===== config.mk =====
export PLATFORM = sky130hd
export DESIGN_NAME = prefix_varint_decoder_unit_flat
export DESIGN_NICKNAME = d
export VERILOG_FILES = /design/src/hdl/pvd_pkg.sv /design/src/hdl/pvd_if.sv /design/src/hdl/prefix_varint_decoder_unit.sv /design/src/hdl/pvd_in_stage.sv /design/src/hdl/pvd_decode.sv /design/src/hdl/pvd_out_stage.sv /design/src/flat_wrapper.sv
export VERILOG_INCLUDE_DIRS = /design/src /design/src/hdl
export SDC_FILE = /design/constraint.sdc
export NUM_CORES = 1
export LEC_CHECK = 0
export BUFFER_PORTS_ARGS = -buffer_cell sky130_fd_sc_hd__buf_2
export CORE_MARGIN = 10
export CORE_UTILIZATION = 43
export DETAILED_ROUTE_END_ITERATION = 8
export GPL_TIMING_DRIVEN = 0
export PLACE_DENSITY = 0.65
export SETUP_SLACK_MARGIN = 0.05
export SLEW_MARGIN = 20
export SYNTH_ARGS = -nofsm -noshare
export SYNTH_HDL_FRONTEND = slang
export SYNTH_SLANG_ARGS = --single-unit

===== constraint.sdc =====
create_clock -name clk_i -period 12.8 [get_ports clk_i]
set_input_delay 1.28 -clock clk_i [delete_from_list [all_inputs] [get_ports clk_i]]
set_output_delay 1.28 -clock clk_i [all_outputs]
set_load 0.1 [all_outputs]

===== src/hdl/prefix_varint_decoder_unit_assert.svh =====
// Assertion macros for the prefix varint decoder.
// They expand to nothing when SYNTHESIS is defined.
`ifndef PREFIX_VARINT_DECODER_UNIT_ASSERT_SVH
`define PREFIX_VARINT_DECODER_UNIT_ASSERT_SVH
`ifndef SYNTHESIS
// prop must hold at every clock edge outside reset
`define PVD_ASSERT(lbl, clk, rstn, prop, msg) \
  lbl: assert property (@(posedge clk) disable iff (!rstn) prop) else $error(msg);
// cond must never be true outside reset
`define PVD_ASSERT_NEVER(lbl, clk, rstn, cond, msg) \
  lbl: assert property (@(posedge clk) disable iff (!rstn) !(cond)) else $error(msg);
`else
`define PVD_ASSERT(lbl, clk, rstn, prop, msg)
`define PVD_ASSERT_NEVER(lbl, clk, rstn, cond, msg)
`endif
`endif


===== src/hdl/pvd_pkg.sv =====
`timescale 1ns / 1ps
`default_nettype none

package pvd_pkg;

  localparam int unsigned ValueW = 63;
  localparam int unsigned AccW   = 64;
  // extra byte count that selects the full eight-byte form
  localparam logic [3:0] FullExtra = 4'd8;

  typedef enum logic [1:0] {
    STATUS_OK       = 2'd0,
    STATUS_TRUNC    = 2'd1,
    STATUS_OVERFLOW = 2'd2
  } status_e;

  typedef struct packed {
    logic [7:0] data_byte;
    logic       end_of_data;
  } byte_item_t;

  typedef struct packed {
    logic [ValueW-1:0] value;
    status_e           status;
  } result_t;

  typedef struct packed {
    logic    valid;
    result_t result;
  } dec_out_t;

  // count of trailing one bits, 0 to 8
  function automatic logic [3:0] trailing_ones(input logic [7:0] b);
    logic [3:0] n;
    logic       run;
    n   = 4'd0;
    run = 1'b1;
    for (int i = 0; i < 8; i++) begin
      if (run && b[i]) begin
        n = n + 4'd1;
      end else begin
        run = 1'b0;
      end
    end
    return n;
  endfunction

endpackage

`default_nettype wire


===== src/hdl/pvd_if.sv =====
`timescale 1ns / 1ps
`default_nettype none

// byte stream channel
interface pvd_byte_if;
  logic       valid;
  logic       ready;
  logic [7:0] data_byte;
  logic       end_of_data;

  modport source (output valid, output data_byte, output end_of_data, input ready);
  modport sink   (input valid, input data_byte, input end_of_data, output ready);
endinterface

// decoded number channel
interface pvd_result_if;
  logic        valid;
  logic        ready;
  logic [62:0] value;
  logic [1:0]  status;

  modport source (output valid, output value, output status, input ready);
  modport sink   (input valid, input value, input status, output ready);
endinterface

`default_nettype wire


===== src/hdl/prefix_varint_decoder_unit.sv =====
// Path: a byte taken into the input register is decoded from there, and its
//   result (if any) is registered in the result register that drives result_o.
// Throughput: one byte per cycle; the input register, the decode pass and the
//   result register each move one transfer per cycle, stalled only by result_o.
// Reset: rst_ni is asynchronous, active low; it empties both registers and
//   returns the decoder to idle, awaiting the first byte of a number.
`timescale 1ns / 1ps
`default_nettype none

`include "prefix_varint_decoder_unit_assert.svh"

module prefix_varint_decoder_unit (
  input  wire logic     clk_i,
  input  wire logic     rst_ni,
  pvd_byte_if.sink      byte_i,
  pvd_result_if.source  result_o
);

  // Three parts: input register, decoder with its number state, result
  // register. The decoder works only when the result register has room, so a
  // held result stalls the byte sitting in the input register, and that in
  // turn drops byte_i.ready once the input register is occupied.

  logic                item_valid;
  pvd_pkg::byte_item_t item;
  pvd_pkg::dec_out_t   dec_out;
  logic                out_room;
  logic                advance;

  // one byte moves through the decoder per cycle while there is room
  assign advance = item_valid && out_room;

  pvd_in_stage u_in_stage (
    .clk_i        (clk_i),
    .rst_ni       (rst_ni),
    .byte_i       (byte_i),
    .advance_i    (advance),
    .item_valid_o (item_valid),
    .item_o       (item)
  );

  // Trailing ones of a first byte give the extra byte count; later bytes are
  // OR-ed into their byte slot of the accumulator, and the last one also
  // drives the final shift and the overflow check in the same pass.
  pvd_decode u_decode (
    .clk_i  (clk_i),
    .rst_ni (rst_ni),
    .fire_i (advance),
    .item_i (item),
    .dec_o  (dec_out)
  );

  pvd_out_stage u_out_stage (
    .clk_i     (clk_i),
    .rst_ni    (rst_ni),
    .advance_i (advance),
    .dec_i     (dec_out),
    .room_o    (out_room),
    .result_o  (result_o)
  );

  // a truncation result only comes from a byte marked as the last one
  `PVD_ASSERT(a_trunc_needs_end, clk_i, rst_ni,
    (dec_out.valid && dec_out.result.status == pvd_pkg::STATUS_TRUNC) |-> item.end_of_data,
    "truncation reported on a byte not marked last")

  // an error result carries a zero value
  `PVD_ASSERT_NEVER(a_err_value_zero, clk_i, rst_ni,
    result_o.valid && result_o.status != pvd_pkg::STATUS_OK && result_o.value != '0,
    "error result with non-zero value")

  // a waiting byte is not lost while the decoder is stalled
  `PVD_ASSERT(a_item_held, clk_i, rst_ni,
    (item_valid && !advance) |=> item_valid,
    "input byte dropped while stalled")

  // the decoder only produces a result when it fires
  `PVD_ASSERT_NEVER(a_result_without_fire, clk_i, rst_ni,
    dec_out.valid && !advance,
    "decoder result without a byte transfer")

endmodule

`default_nettype wire


===== src/hdl/pvd_in_stage.sv =====
`timescale 1ns / 1ps
`default_nettype none

// Input register: holds one byte until the decoder takes it.
module pvd_in_stage (
  input  wire logic                clk_i,
  input  wire logic                rst_ni,
  pvd_byte_if.sink                 byte_i,
  input  wire logic                advance_i,
  output      logic                item_valid_o,
  output      pvd_pkg::byte_item_t item_o
);

  logic                valid_q;
  logic                valid_d;
  pvd_pkg::byte_item_t item_q;
  logic                load;

  assign byte_i.ready = !valid_q || advance_i;
  assign load         = byte_i.valid && byte_i.ready;

  always_comb begin
    valid_d = valid_q;
    if (load) begin
      valid_d = 1'b1;
    end else if (advance_i) begin
      valid_d = 1'b0;
    end
  end

  always_ff @(posedge clk_i or negedge rst_ni) begin
    if (!rst_ni) begin
      valid_q <= 1'b0;
    end else begin
      valid_q <= valid_d;
    end
  end

  always_ff @(posedge clk_i) begin
    if (load) begin
      item_q.data_byte   <= byte_i.data_byte;
      item_q.end_of_data <= byte_i.end_of_data;
    end
  end

  assign item_valid_o = valid_q;
  assign item_o       = item_q;

endmodule

`default_nettype wire


===== src/hdl/pvd_decode.sv =====
`timescale 1ns / 1ps
`default_nettype none

// Number state and single-pass decode of one byte.
module pvd_decode (
  input  wire logic                clk_i,
  input  wire logic                rst_ni,
  input  wire logic                fire_i,
  input  wire pvd_pkg::byte_item_t item_i,
  output      pvd_pkg::dec_out_t   dec_o
);

  logic                       collecting_q, collecting_d;
  logic [3:0]                 extra_q, extra_d;
  logic [3:0]                 recv_q, recv_d;
  logic [pvd_pkg::AccW-1:0]   acc_q, acc_d;
  logic [3:0]                 first_ones;
  logic [3:0]                 recv_inc;
  logic [2:0]                 slot;
  logic                       full_width;
  logic [pvd_pkg::AccW-1:0]   acc_merged;
  logic [pvd_pkg::AccW-1:0]   value_full;

  always_comb begin
    first_ones = pvd_pkg::trailing_ones(item_i.data_byte);
    recv_inc   = recv_q + 4'd1;
    full_width = (extra_q == pvd_pkg::FullExtra);
    // full form starts at byte 0, short form after the first byte
    slot       = full_width ? recv_q[2:0] : recv_q[2:0] + 3'd1;
    for (int k = 0; k < 8; k++) begin
      acc_merged[8*k +: 8] = acc_q[8*k +: 8] | ((slot == 3'(k)) ? item_i.data_byte : 8'h00);
    end
    value_full = full_width ? acc_merged : ((acc_merged >> extra_q[2:0]) >> 1);
  end

  always_comb begin
    collecting_d         = collecting_q;
    extra_d              = extra_q;
    recv_d               = recv_q;
    acc_d                = acc_q;
    dec_o.valid          = 1'b0;
    dec_o.result.value   = '0;
    dec_o.result.status  = pvd_pkg::STATUS_OK;

    if (fire_i) begin
      if (!collecting_q) begin
        if (first_ones == 4'd0) begin
          dec_o.valid        = 1'b1;
          dec_o.result.value = {56'd0, item_i.data_byte[7:1]};
        end else if (item_i.end_of_data) begin
          dec_o.valid         = 1'b1;
          dec_o.result.status = pvd_pkg::STATUS_TRUNC;
        end else begin
          collecting_d = 1'b1;
          extra_d      = first_ones;
          recv_d       = 4'd0;
          acc_d        = (first_ones == pvd_pkg::FullExtra) ? '0 : {56'd0, item_i.data_byte};
        end
      end else begin
        if (recv_inc >= extra_q) begin
          dec_o.valid = 1'b1;
          if (value_full[pvd_pkg::AccW-1]) begin
            dec_o.result.status = pvd_pkg::STATUS_OVERFLOW;
          end else begin
            dec_o.result.value = value_full[pvd_pkg::ValueW-1:0];
          end
        end else if (item_i.end_of_data) begin
          dec_o.valid         = 1'b1;
          dec_o.result.status = pvd_pkg::STATUS_TRUNC;
        end else begin
          acc_d  = acc_merged;
          recv_d = recv_inc;
        end
      end

      // any result ends the number
      if (dec_o.valid) begin
        collecting_d = 1'b0;
        extra_d      = 4'd0;
        recv_d       = 4'd0;
        acc_d        = '0;
      end
    end
  end

  always_ff @(posedge clk_i or negedge rst_ni) begin
    if (!rst_ni) begin
      collecting_q <= 1'b0;
      extra_q      <= 4'd0;
      recv_q       <= 4'd0;
      acc_q        <= '0;
    end else begin
      collecting_q <= collecting_d;
      extra_q      <= extra_d;
      recv_q       <= recv_d;
      acc_q        <= acc_d;
    end
  end

endmodule

`default_nettype wire


===== src/hdl/pvd_out_stage.sv =====
`timescale 1ns / 1ps
`default_nettype none

// Result register: holds a finished number until the sink takes it.
module pvd_out_stage (
  input  wire logic              clk_i,
  input  wire logic              rst_ni,
  input  wire logic              advance_i,
  input  wire pvd_pkg::dec_out_t dec_i,
  output      logic              room_o,
  pvd_result_if.source           result_o
);

  logic             valid_q;
  logic             valid_d;
  pvd_pkg::result_t result_q;
  logic             load;

  assign room_o = !valid_q || result_o.ready;
  assign load   = advance_i && dec_i.valid;

  always_comb begin
    valid_d = valid_q;
    if (room_o) begin
      valid_d = load;
    end
  end

  always_ff @(posedge clk_i or negedge rst_ni) begin
    if (!rst_ni) begin
      valid_q <= 1'b0;
    end else begin
      valid_q <= valid_d;
    end
  end

  always_ff @(posedge clk_i) begin
    if (load) begin
      result_q <= dec_i.result;
    end
  end

  assign result_o.valid  = valid_q;
  assign result_o.value  = result_q.value;
  assign result_o.status = result_q.status;

endmodule

`default_nettype wire


===== src/flat_wrapper.sv =====
// flat-port wrapper written by rule: the top's interface ports become plain ports
module prefix_varint_decoder_unit_flat 
  (clk_i, rst_ni, byte_i_valid, byte_i_data_byte, byte_i_end_of_data, byte_i_ready, result_o_valid, result_o_value, result_o_status, result_o_ready);
  pvd_byte_if byte_i_i ();
  pvd_result_if result_o_i ();
  input  wire logic clk_i;
  input  wire logic rst_ni;
  input wire logic [$bits(byte_i_i.valid)-1:0] byte_i_valid;
  input wire logic [$bits(byte_i_i.data_byte)-1:0] byte_i_data_byte;
  input wire logic [$bits(byte_i_i.end_of_data)-1:0] byte_i_end_of_data;
  output wire logic [$bits(byte_i_i.ready)-1:0] byte_i_ready;
  output wire logic [$bits(result_o_i.valid)-1:0] result_o_valid;
  output wire logic [$bits(result_o_i.value)-1:0] result_o_value;
  output wire logic [$bits(result_o_i.status)-1:0] result_o_status;
  input wire logic [$bits(result_o_i.ready)-1:0] result_o_ready;
  assign byte_i_i.valid = byte_i_valid;
  assign byte_i_i.data_byte = byte_i_data_byte;
  assign byte_i_i.end_of_data = byte_i_end_of_data;
  assign byte_i_ready = byte_i_i.ready;
  assign result_o_valid = result_o_i.valid;
  assign result_o_value = result_o_i.value;
  assign result_o_status = result_o_i.status;
  assign result_o_i.ready = result_o_ready;
  prefix_varint_decoder_unit u_core (.clk_i(clk_i), .rst_ni(rst_ni), .byte_i(byte_i_i), .result_o(result_o_i));
endmodule

==> results of run 1 <==
==> worst min-delay path by stage <==
stage / slack (ns) / endpoint / startpoint
after floorplan: 0.46 / u_core.u_decode.acc_q[21] / u_core.u_decode.acc_q[21]
after global placement: 0.48 / u_core.u_decode.acc_q[60] / u_core.u_decode.acc_q[60]
after detailed placement: 0.48 / u_core.u_decode.acc_q[30] / u_core.u_decode.acc_q[30]
after CTS: 0.50 / u_core.u_decode.acc_q[30] / u_core.u_decode.acc_q[30]
after global routing: 0.51 / u_core.u_decode.acc_q[30] / u_core.u_decode.acc_q[30]
final: 0.50 / u_core.u_decode.acc_q[30] / u_core.u_decode.acc_q[30]
==> power by group through the flow <==
stage / combinational [mW] / clock, mW / sequential [mW]
final: 0.777 / 0.552 / 0.581
after global routing: 0.806 / 0.568 / 0.586
after CTS: 0.761 / 0.551 / 0.581
after global placement: 0.741 / 0 / 0.597
after floorplan: 0.303 / 0 / 0.854
after detailed placement: 0.758 / 0 / 0.590
==> critical path, delay by kind of cell, from the launching register on <==
kind                       cells  cell delay, ns
buffers and inverters          5            1.78
and+or+nand+nor                5            0.88
DFF                            1            0.48
adders and majority gates      6            1.94
AOI/OAI and AO/OA              7            1.40
muxes                          2            0.44
==> state kept, by name, summed over array words and instances, names as in the netlist <==
register and count:
u_core.u_decode.collecting_q 1, u_core.u_out_stage.result_o.status 2, u_core.u_out_stage.result_o.value 63, u_core.u_in_stage.item_valid_o 1, u_core.u_decode.extra_q 4, u_core.u_decode.acc_q 64, u_core.u_in_stage.item_o 9, u_core.u_decode.recv_q 4
u_core.u_out_stage.result_o.valid 1
==> routing by layer <==
layer  track usage  vias to the layer above
met3        0.0594                      119
met1         0.363                     4808
li1              -                     4335
met4         0.130                        0
met2         0.400                      728
met5             0                        -
==> cells by family after synthesis <==
group	Yosys count	synth area share
adders and majority gates	11	0.0139
muxes	54	0.0637
and+or+nand+nor	324	0.158
DFF	149	0.415
xor gates and xnor gates	5	0.00519
buffers and inverters	122	0.0519
AOI/OAI and AO/OA	416	0.293
==> area by class of cell <==
| class | instances | area, sq um | share of cell area |
|---|---|---|---|
| Buffer | 99 | 427 | 0.0374 |
| Multi-Input combinational cell | 810 | 5290 | 0.464 |
| Inverter | 23 | 86.3 | 0.00757 |
| Sequential cell | 149 | 4100 | 0.359 |
| Tap cell | 285 | 357 | 0.0313 |
| Clock buffer | 27 | 614 | 0.0539 |
| Timing Repair Buffer | 83 | 488 | 0.0428 |
| Clock inverter | 5 | 40.0 | 0.00351 |
==> placed cells by master (no fill, tap or decap), types with 5 or more instances in the layout <==
cell	synthesis	final
nor2_1	131	131
o221a_2	6	6
o211ai_1	8	8
nor2b_1	7	7
mux2i_1	41	41
a22oi_1	29	29
and4_1	6	6
o221ai_1	11	11
o21ai_0	34	34
o32ai_1	5	5
and2_1	9	9
dfrtp_1	75	75
nand2_1	66	66
inv_1	21	21
a31oi_1	24	24
a211oi_1	18	18
a221oi_1	21	21
nand3_1	30	30
o31ai_1	6	6
a21oi_2	6	6
a21oi_1	137	136
mux2_2	5	5
buf_1	8	8
a21o_1	22	22
ha_1	11	11
o22ai_1	16	16
clkbuf_1	74	75
nand2b_1	13	13
clkbuf_16	0	23
edfxtp_1	74	74
nor4_1	6	5
buf_2	8	86
and3_1	8	8
buf_4	6	7
nor3_1	16	16
mux4_2	6	6
a22o_1	12	12
==> through the flow <==
| stage | hold WS [ns] | instances | cell area, sq um | setup slack, ns | util |
|---|---|---|---|---|---|
| 2_1_floorplan | 0.462 | 1081 | 9890 | 4.30 | - |
| 3_3_place_gp | 0.475 | 1445 | 10600 | 1.76 | 0.470 |
| 3_5_place_dp | 0.483 | 1449 | 10700 | 5.55 | 0.475 |
| 4_1_cts | 0.498 | 1481 | 11400 | 5.52 | 0.504 |
| 5_1_grt | 0.514 | 1481 | 11400 | 5.14 | 0.504 |
| 6_report | 0.503 | 1481 | 11400 | 5.51 | 0.504 |
==> parameters.txt, run 1 <==
Parameter                              Value

Outcome
  Outcome    finished, final reports clean

Yosys
  Most used standard cells in the synthesized netlist    a21oi_1 (137), nor2_1 (131), dfrtp_1 (75)
  Synthesized area divided by synthesized cell count    9.15 sq um
  Yosys top cell by area    edfxtp_1
  Leading post-synthesis cells by cell area    edfxtp_1 (22%), dfrtp_1 (19%), a21oi_1 (6.9%), nor2_1 (5.0%), mux2i_1 (4.2%)
  FF+latch count, synth    149
  Top_reg_cell synth    dfrtp_1
  Warnings from Yosys    0
  EDFF count, synth    74
  Fraction of synthesis flops using an asynchronous set or reset pin    0.503
  Cell with the most instances after synthesis    a21oi_1
  Proportion of synthesized chip area in sequential cells    0.415
  Total standard cell area after synthesis    9890 sq um
  Net count of the mapped netlist    1105
  Distinct cells, synth    83
  Gate count of the mapped netlist    1081
  Area share of the largest cell type after synthesis    0.225

Drt
  Per-cell via count in the routed design    6.75
  Metal3 WL    4760 um
  DRT Pass-1 Iters    5
  Highest metal layer used by the detailed router    met4
  First DRT Iteration DRCs    1448
  Met2 routed WL    17200 um
  DRC violation count after routing    0
  Routed wire length per instance    27.0 um
  Antenna viol nets, final    0
  Vias    9990
  Total routed wirelength    39900 um
  Length of routed wiring on met1    16300 um

Clocking
  CTS tree    yes
  CTS HTree Levels    4
  Clock buffers created by TritonCTS    17
  Setup repair bufs after CTS    0
  Root buffer cell    clkbuf_16
  Post-cts repair resize count    0
  Sinks on Clock Net    149
  Post-CTS Hold Buffers    0
  Max Root-Sink Buffers    2
  CTS clock-pin slew for the worst setup and hold paths    0.07 ns
  Later-pin clock latency in the skew report    0.44 ns

Setup path
  CP Data Arrival Time    7.43 ns
  CP max stage cell    buf_1
  Nature of the critical path endpoint    flop
  R2R setup slack    5.51 ns
  Cells on worst reg2reg path    25
  Critical register-to-register path startpoint    u_core.u_in_stage.item_o[2]
  CP startpoint    u_core.u_in_stage.item_o[2]
  Crit path capture    u_core.u_out_stage.result_o.value[36]
  Peak per-stage delay on the critical path    0.67 ns
  Startpoint class of the critical path    flop
  Required time of the critical path    12.94 ns
  R2R Path End    u_core.u_out_stage.result_o.value[36]
  Most Frequent Cell on Critical Path    ha_1
  Highest fanout seen on the critical path    26
  CP Class    reg -> reg

Final layout
  Number of fillers in the final layout    2182
  Antenna Diode Count    0
  Fraction of layout cells with a size suffix above 1    0.151
  Area overhead of the layout relative to synthesis    15.3%
  Total number of nets in the final design    1207

Die
  Starting density of the core    0.437
  Count of standard-cell rows    55
  Core Area    22600 sq um
  Horizontal die dimension    172 um
  Top-level port count    80
  Die area    29500 sq um
  Die span in y    172 um

STA
  Worst slew margin relative to its limit    0.266
  Max frequency    137 MHz
  Crit share post-route    0.570
  Worst clock skew    0.00732 ns
  Final Hold Fails    0
  Setup TNS after final layout    0 ns
  Measured slew at the worst slew-check pin    1.10 ns
  Post-route minimum period    7.29 ns
  RSZ-0062 raised after global routing    false
  Final count of negative-setup-slack endpoints    0
  Number of max-slew violations in the final report    0

Worst hold path
  HP Class    reg -> reg
  Min-Delay Path Depth    2

Job
  Number of maximum-capacitance constraint violations    0

Power and ir drop
  Sequential power share    0.304
  Cell internal power dissipation    1.06 mW
  Proportion of power drawn by combinational gates    0.407
  Clock power share    0.289
  Switching Power    0.850 mW
  Total chip power    1.91 mW
  Worst supply voltage drop on vdd    0.0890 mV
  Switching share of power    0.445
  Static leakage power    4.58 nW
  Power Density    167 nW/um^2

GRT
  Number of global-route vias before repair    9736
  Total routing resource utilization after global routing    0.269
  Number of antenna violations at the first check in global routing    0
  Largest net degree at the start of global routing    40
  First-pass GRT wire length    60000 um
  Remaining global-route overflow    0

Placement
  Final weighted congestion of routability-driven global placement    0.994
  Count of buffers from port buffering    79
  Post-DP HPWL    29200 um
Power figures use the tool's default switching activity.
==> inputs of run 2 (changes only) <==
PLACE_DENSITY = 0.68   (was 0.65)
clock period = 6 ns   (was 12.8 ns; I/O delays follow)
==> run 2 against run 1 <==
Compared with the run above: die area stayed put; sequential share of layout area is 0.13 points lower; clock-buffer cell count is 1 lower; final area is 0.37% higher; hold slack worse by 0.36 ns.
==> parameters.txt, run 2 (synthesis gave the netlist of run 1 again) <==
Parameter                              Value

GRT
  First-pass GRT wire length    60300 um
  Largest net degree at the start of global routing    43
  GR met1 Demand/Resource    0.358
  Remaining global-route overflow    0
  Number of antenna violations at the first check in global routing    0
  Total routing resource utilization after global routing    0.273
  Met3 usage    0.0733
  Met2 Resource Use GR    0.415
  Most heavily used metal layer in global routing    met2
  Number of global-route vias before repair    9543

Job
  Number of maximum-capacitance constraint violations    0

Die
  Horizontal die dimension    172 um
  Die area    29500 sq um
  Die span in y    172 um
  Count of standard-cell rows    55
  Starting density of the core    0.437
  Top-level port count    80
  Core Area    22600 sq um

Clocking
  Sinks on Clock Net    149
  CTS HTree Levels    4
  CTS clock-pin slew for the worst setup and hold paths    0.07 ns
  Later-pin clock latency in the skew report    0.45 ns
  CTS tree    yes
  Root buffer cell    clkbuf_16
  Post-CTS Hold Buffers    0
  Max Root-Sink Buffers    2
  Clock buffers created by TritonCTS    17

STA
  Number of max-slew violations in the final report    0
  Crit share post-route    0.971
  Worst slew margin relative to its limit    0.228
  Measured slew at the worst slew-check pin    1.15 ns
  Max frequency    172 MHz
  Post-route minimum period    5.83 ns
  Final Hold Fails    0
  Worst clock skew    0.0146 ns
  Min setup slack post-route    0.173 ns
  Final count of negative-setup-slack endpoints    0
  RSZ-0062 raised after global routing    false

Setup path
  Required time of the critical path    6.28 ns
  R2R setup slack    0.17 ns
  Highest fanout seen on the critical path    10
  CP Class    reg -> reg
  Nature of the critical path endpoint    flop
  Startpoint class of the critical path    flop
  CP Data Arrival Time    6.11 ns

Final layout
  Reg with most FFs    u_core.u_decode.acc_q
  Most common cell after layout, fill and taps aside    a21oi_1
  Util after Layout    0.506
  Fraction of layout cells with a size suffix above 1    0.162
  Number of flip-flops under the largest register name    64
  Number of fillers in the final layout    2127
  Area overhead of the layout relative to synthesis    15.8%
  Total number of nets in the final design    1208
  Antenna Diode Count    0
  Commonest non-fill, non-tap cells in the layout    a21oi_1 (135), nor2_1 (130), buf_2 (86)

Drt
  Vias    10000
  Per-cell via count in the routed design    6.77
  DRC violation count after routing    0
  Antenna viol nets, final    0
  Total routed wirelength    40400 um
  Routed wire length per instance    27.3 um
  DRT Pass-1 Iters    6
  First DRT Iteration DRCs    1427

Outcome
  Outcome    finished, final reports clean

Placement
  Final weighted congestion of routability-driven global placement    1.01
  Post-Place Setup Slack    -0.546 ns
  Post-DP HPWL    29600 um
  Count of buffers from port buffering    79

Power and ir drop
  Static leakage power    4.59 nW
  Total chip power    4.04 mW
  Worst supply voltage drop on vdd    0.147 mV
  Power Density    353 nW/um^2

Worst hold path
  HP Class    in -> async
[run 2: area by class of cell]
type	instances	area [sq um]	area share
multi-input cells	810	5340	0.467
well taps	285	357	0.0312
clock inverters	6	50.0	0.00437
inverters	23	88.8	0.00776
repair buffers	85	485	0.0424
plain buffers	98	457	0.0399
clock buffers	26	569	0.0497
flip-flops and latches	149	4100	0.358
[run 2: power by group]
part           internal [mW]  leakage, nW  switching, mW
clock                  0.663        0.297          0.475
sequential              1.20         1.77         0.0394
combinational          0.358         2.53           1.31
[run 2: critical path, stage by stage (launching register included)]
cell and delay, ns:
edfxtp_1 0.42, clkbuf_8 0.24, buf_6 0.20, nor2_2 0.06
ha_1 0.32, o21a_1 0.20, ha_1 0.29, nand2_1 0.06
a31oi_1 0.20, ha_1 0.29, a21o_1 0.19, ha_1 0.26
nand2_1 0.08, nand2_1 0.06, a21o_1 0.19, ha_4 0.23
mux2_4 0.28, ha_4 0.23, mux2i_1 0.17, o221ai_1 0.14
a21o_1 0.25, or2_2 0.31, mux2i_1 0.34, and3b_1 0.24
buf_2 0.23, o2bb2ai_1 0.16
[run 2: per-layer routing]
layer	up-vias	routed length (um)
met5	-	0
li1	4355	-
met1	4778	16200
met4	0	1680
met2	776	17700
met3	124	4890
[run 2: metrics by stage]
stage	TNS, ns	cells	instance area [sq um]	hold WS (ns)
final	0	1482	11400	0.147
after CTS	0	1482	11500	0.176
after floorplan	-3.62	1081	9980	0.304
after global routing	0	1482	11400	0.185
after global placement	-68.63	1445	10700	0.479
after detailed placement	-24.29	1449	10800	0.486
[run 2: repair_timing]
| item | CTS | global route |
|---|---|---|
| setup endpoints to repair | 72 | 72 |
| setup buffers | 2 | 1 |
| gates resized for setup | 1 | 2 |
| pin swaps | 1 | 1 |
[run 2: path summary, 6_finish.rpt]
path	startpoint	endpoint	depth (start not counted)
max reg2reg	u_core.u_in_stage.item_o[2]	u_core.u_out_stage.result_o.value[0]	25
max	u_core.u_in_stage.item_o[2]	u_core.u_out_stage.result_o.value[0]	25
max in group asynchronous	rst_ni	u_core.u_decode.acc_q[45]	2
min in group clk_i	byte_i_data_byte[3]	u_core.u_in_stage.item_o[4]	1
min	rst_ni	u_core.u_decode.collecting_q	1
min reg2reg	u_core.u_decode.acc_q[21]	u_core.u_decode.acc_q[21]	2
==> inputs of run 3 (changes only) <==
BUFFER_PORTS_ARGS = not set   (was -buffer_cell sky130_fd_sc_hd__buf_2)
CORE_MARGIN = 2   (was 10)
DONT_BUFFER_PORTS = 1   (was not set)
PLACE_DENSITY = 0.65   (was 0.68)
REMOVE_ABC_BUFFERS = 1   (was not set)
==> run 3 against run 2 <==
Compared with the run above: first-iteration DRC count shrank 12%; largest cell class unchanged; clock skew shrank 0.0034 ns; largest power group is now registers; combinational power shrank 44%; clock power shrank 5%; global-route usage shrank 0.61 points; sequential share of layout area grew 1.3 points; die area shrank 18%; highest routed layer unchanged.
==> parameters.txt, run 3 (synthesis gave the netlist of run 1 again) <==
Parameter                              Value

Final layout
  Number of fillers in the final layout    2072
  Most common cell after layout, fill and taps aside    a21oi_1
  Commonest non-fill, non-tap cells in the layout    a21oi_1 (136), nor2_1 (124), edfxtp_1 (74)
  Area of all sequential standard cells    4100 sq um
  Fraction of layout cells with a size suffix above 1    0.132
  Area overhead of the layout relative to synthesis    11.8%
  Antenna Diode Count    0
  Total number of nets in the final design    1069
  Final non-filler cell area    11100 sq um
  Count of non-filler cells in the finished layout    1343
  Area of combinational cells with multiple inputs    5330 sq um
  Reg with most FFs    u_core.u_decode.acc_q
  Number of flip-flops under the largest register name    64

Clocking
  Max Root-Sink Buffers    2
  Later-pin clock latency in the skew report    0.44 ns
  Root buffer cell    clkbuf_16
  Clock buffers created by TritonCTS    17
  CTS clock-pin slew for the worst setup and hold paths    0.07 ns
  CTS HTree Levels    4
  Sinks on Clock Net    149
  CTS tree    yes

STA
  Max frequency    176 MHz
  Number of max-slew violations in the final report    0
  Final Hold Fails    0
  RSZ-0062 raised after global routing    false
  Setup TNS after final layout    0 ns
  Crit share post-route    0.948
  Final count of negative-setup-slack endpoints    0
  Worst slew margin relative to its limit    0.174
  Worst clock skew    0.0112 ns
  Post-route minimum period    5.69 ns
  Measured slew at the worst slew-check pin    1.24 ns

Die
  Top-level port count    80
  Die area    24200 sq um
  Count of standard-cell rows    55
  Core Area    22600 sq um
  Horizontal die dimension    156 um
  Die span in y    156 um
  Starting density of the core    0.438

Placement
  # placed instances    1292
  Final weighted congestion of routability-driven global placement    0.882
  Post-DP Area    10300 sq um
  Count of buffers from port buffering    0
  Post-DP HPWL    21000 um

Setup path
  Critical register-to-register path startpoint    u_core.u_in_stage.item_o[1]
  Worst path top cell family by delay    adder cells
  Highest fanout seen on the critical path    25
  CP Class    reg -> reg
  Worst path buffer plus inverter count    4
  Peak per-stage delay on the critical path    0.48 ns
  CP Data Arrival Time    5.83 ns
  Most Frequent Cell on Critical Path    ha_1
  CP max stage cell    edfxtp_1
  Required time of the critical path    6.14 ns
  CP startpoint    u_core.u_in_stage.item_o[1]
  Startpoint class of the critical path    flop
  Nature of the critical path endpoint    flop

Drt
  Antenna viol nets, final    0
  Routed wire length per instance    24.0 um
  DRC violation count after routing    0
  Per-cell via count in the routed design    6.87
  Total routed wirelength    32200 um
  Vias    9230
  First DRT Iteration DRCs    1262
  DRT Pass-1 Iters    7

GRT
  Remaining global-route overflow    0
  Total routing resource utilization after global routing    0.267
  First-pass GRT wire length    49900 um
  Number of global-route vias before repair    8680
  Number of antenna violations at the first check in global routing    0
  Largest net degree at the start of global routing    76

Power and ir drop
  Worst supply voltage drop on vdd    0.130 mV
  Power Density    350 nW/um^2
  Static leakage power    4.30 nW
  Total chip power    3.87 mW

Outcome
  Outcome    finished, final reports clean

Job
  Number of maximum-capacitance constraint violations    0

Worst hold path
  HP Class    in -> async
## run 3: path summary, 6_finish.rpt
| kind | to | slack (ns) | cells past startpoint |
|---|---|---|---|
| max reg2reg | u_core.u_out_stage.result_o.value[61] | 0.31 | 25 |
| max | u_core.u_out_stage.result_o.value[61] | 0.31 | 25 |
| min in group clk_i | u_core.u_in_stage.item_o[0] | 0.25 | 0 |
| max in group asynchronous | u_core.u_decode.acc_q[46] | 5.60 | 1 |
| min | u_core.u_in_stage.item_valid_o | 0.02 | 1 |
| min reg2reg | u_core.u_decode.acc_q[30] | 0.50 | 2 |
## run 3: per-layer routing
layer	share of wire	GRT usage	wire length [um]
met5	0	0	0
met4	0.035	0.118	1130
met3	0.11	0.0678	3450
met2	0.45	0.408	14500
met1	0.41	0.359	13100
## run 3: per-stage QoR
stage	hold WS, ns	utilization	worst slack [ns]
detailed placement	0.307	0.454	-0.840
global placement	0.307	0.435	-6.65
global route	0.0742	0.490	0.0567
floorplan	0.304	-	-2.38
finish	0.0233	0.490	0.311
CTS	0.0543	0.486	0.205
## run 3: area by class of cell
type                       instances  area share
multi-input combinational        810       0.482
sequential                       149       0.371
timing repair buffer              44      0.0528
clock buffer                      18      0.0397
tap                              285      0.0323
clock inverter                    14      0.0136
inverter                          23     0.00804
## run 3: worst register-to-register path: stages (launching register included)
cell	delay, ns
edfxtp_1	0.48
nand2_1	0.14
inv_1	0.07
ha_1	0.33
o21a_1	0.18
ha_1	0.30
nand2_1	0.07
a31oi_1	0.08
ha_1	0.36
a21o_1	0.17
ha_1	0.28
nand2_1	0.09
nand2_1	0.07
a21o_1	0.20
ha_1	0.34
mux2_2	0.28
ha_1	0.22
inv_1	0.06
a21oi_1	0.06
nor3_2	0.22
nor2_1	0.06
mux2_2	0.29
or4_1	0.48
a21oi_4	0.16
buf_4	0.21
buf_16	0.18
## run 3: repair_timing
item,CTS,global route
resized for setup,0,2
setup endpoints to repair,79,72
pin swaps,1,0
hold endpoints to repair,75,0
hold buffers,1,0
buffers inserted,12,4
## run 3: report_power, final
part / internal, mW / switching, mW / leakage, nW
Sequential: 1.21 / 0.646 / 1.76
Combinational: 0.328 / 0.607 / 2.25
Clock: 0.626 / 0.456 / 0.285
Total: 2.16 / 1.71 / 4.30
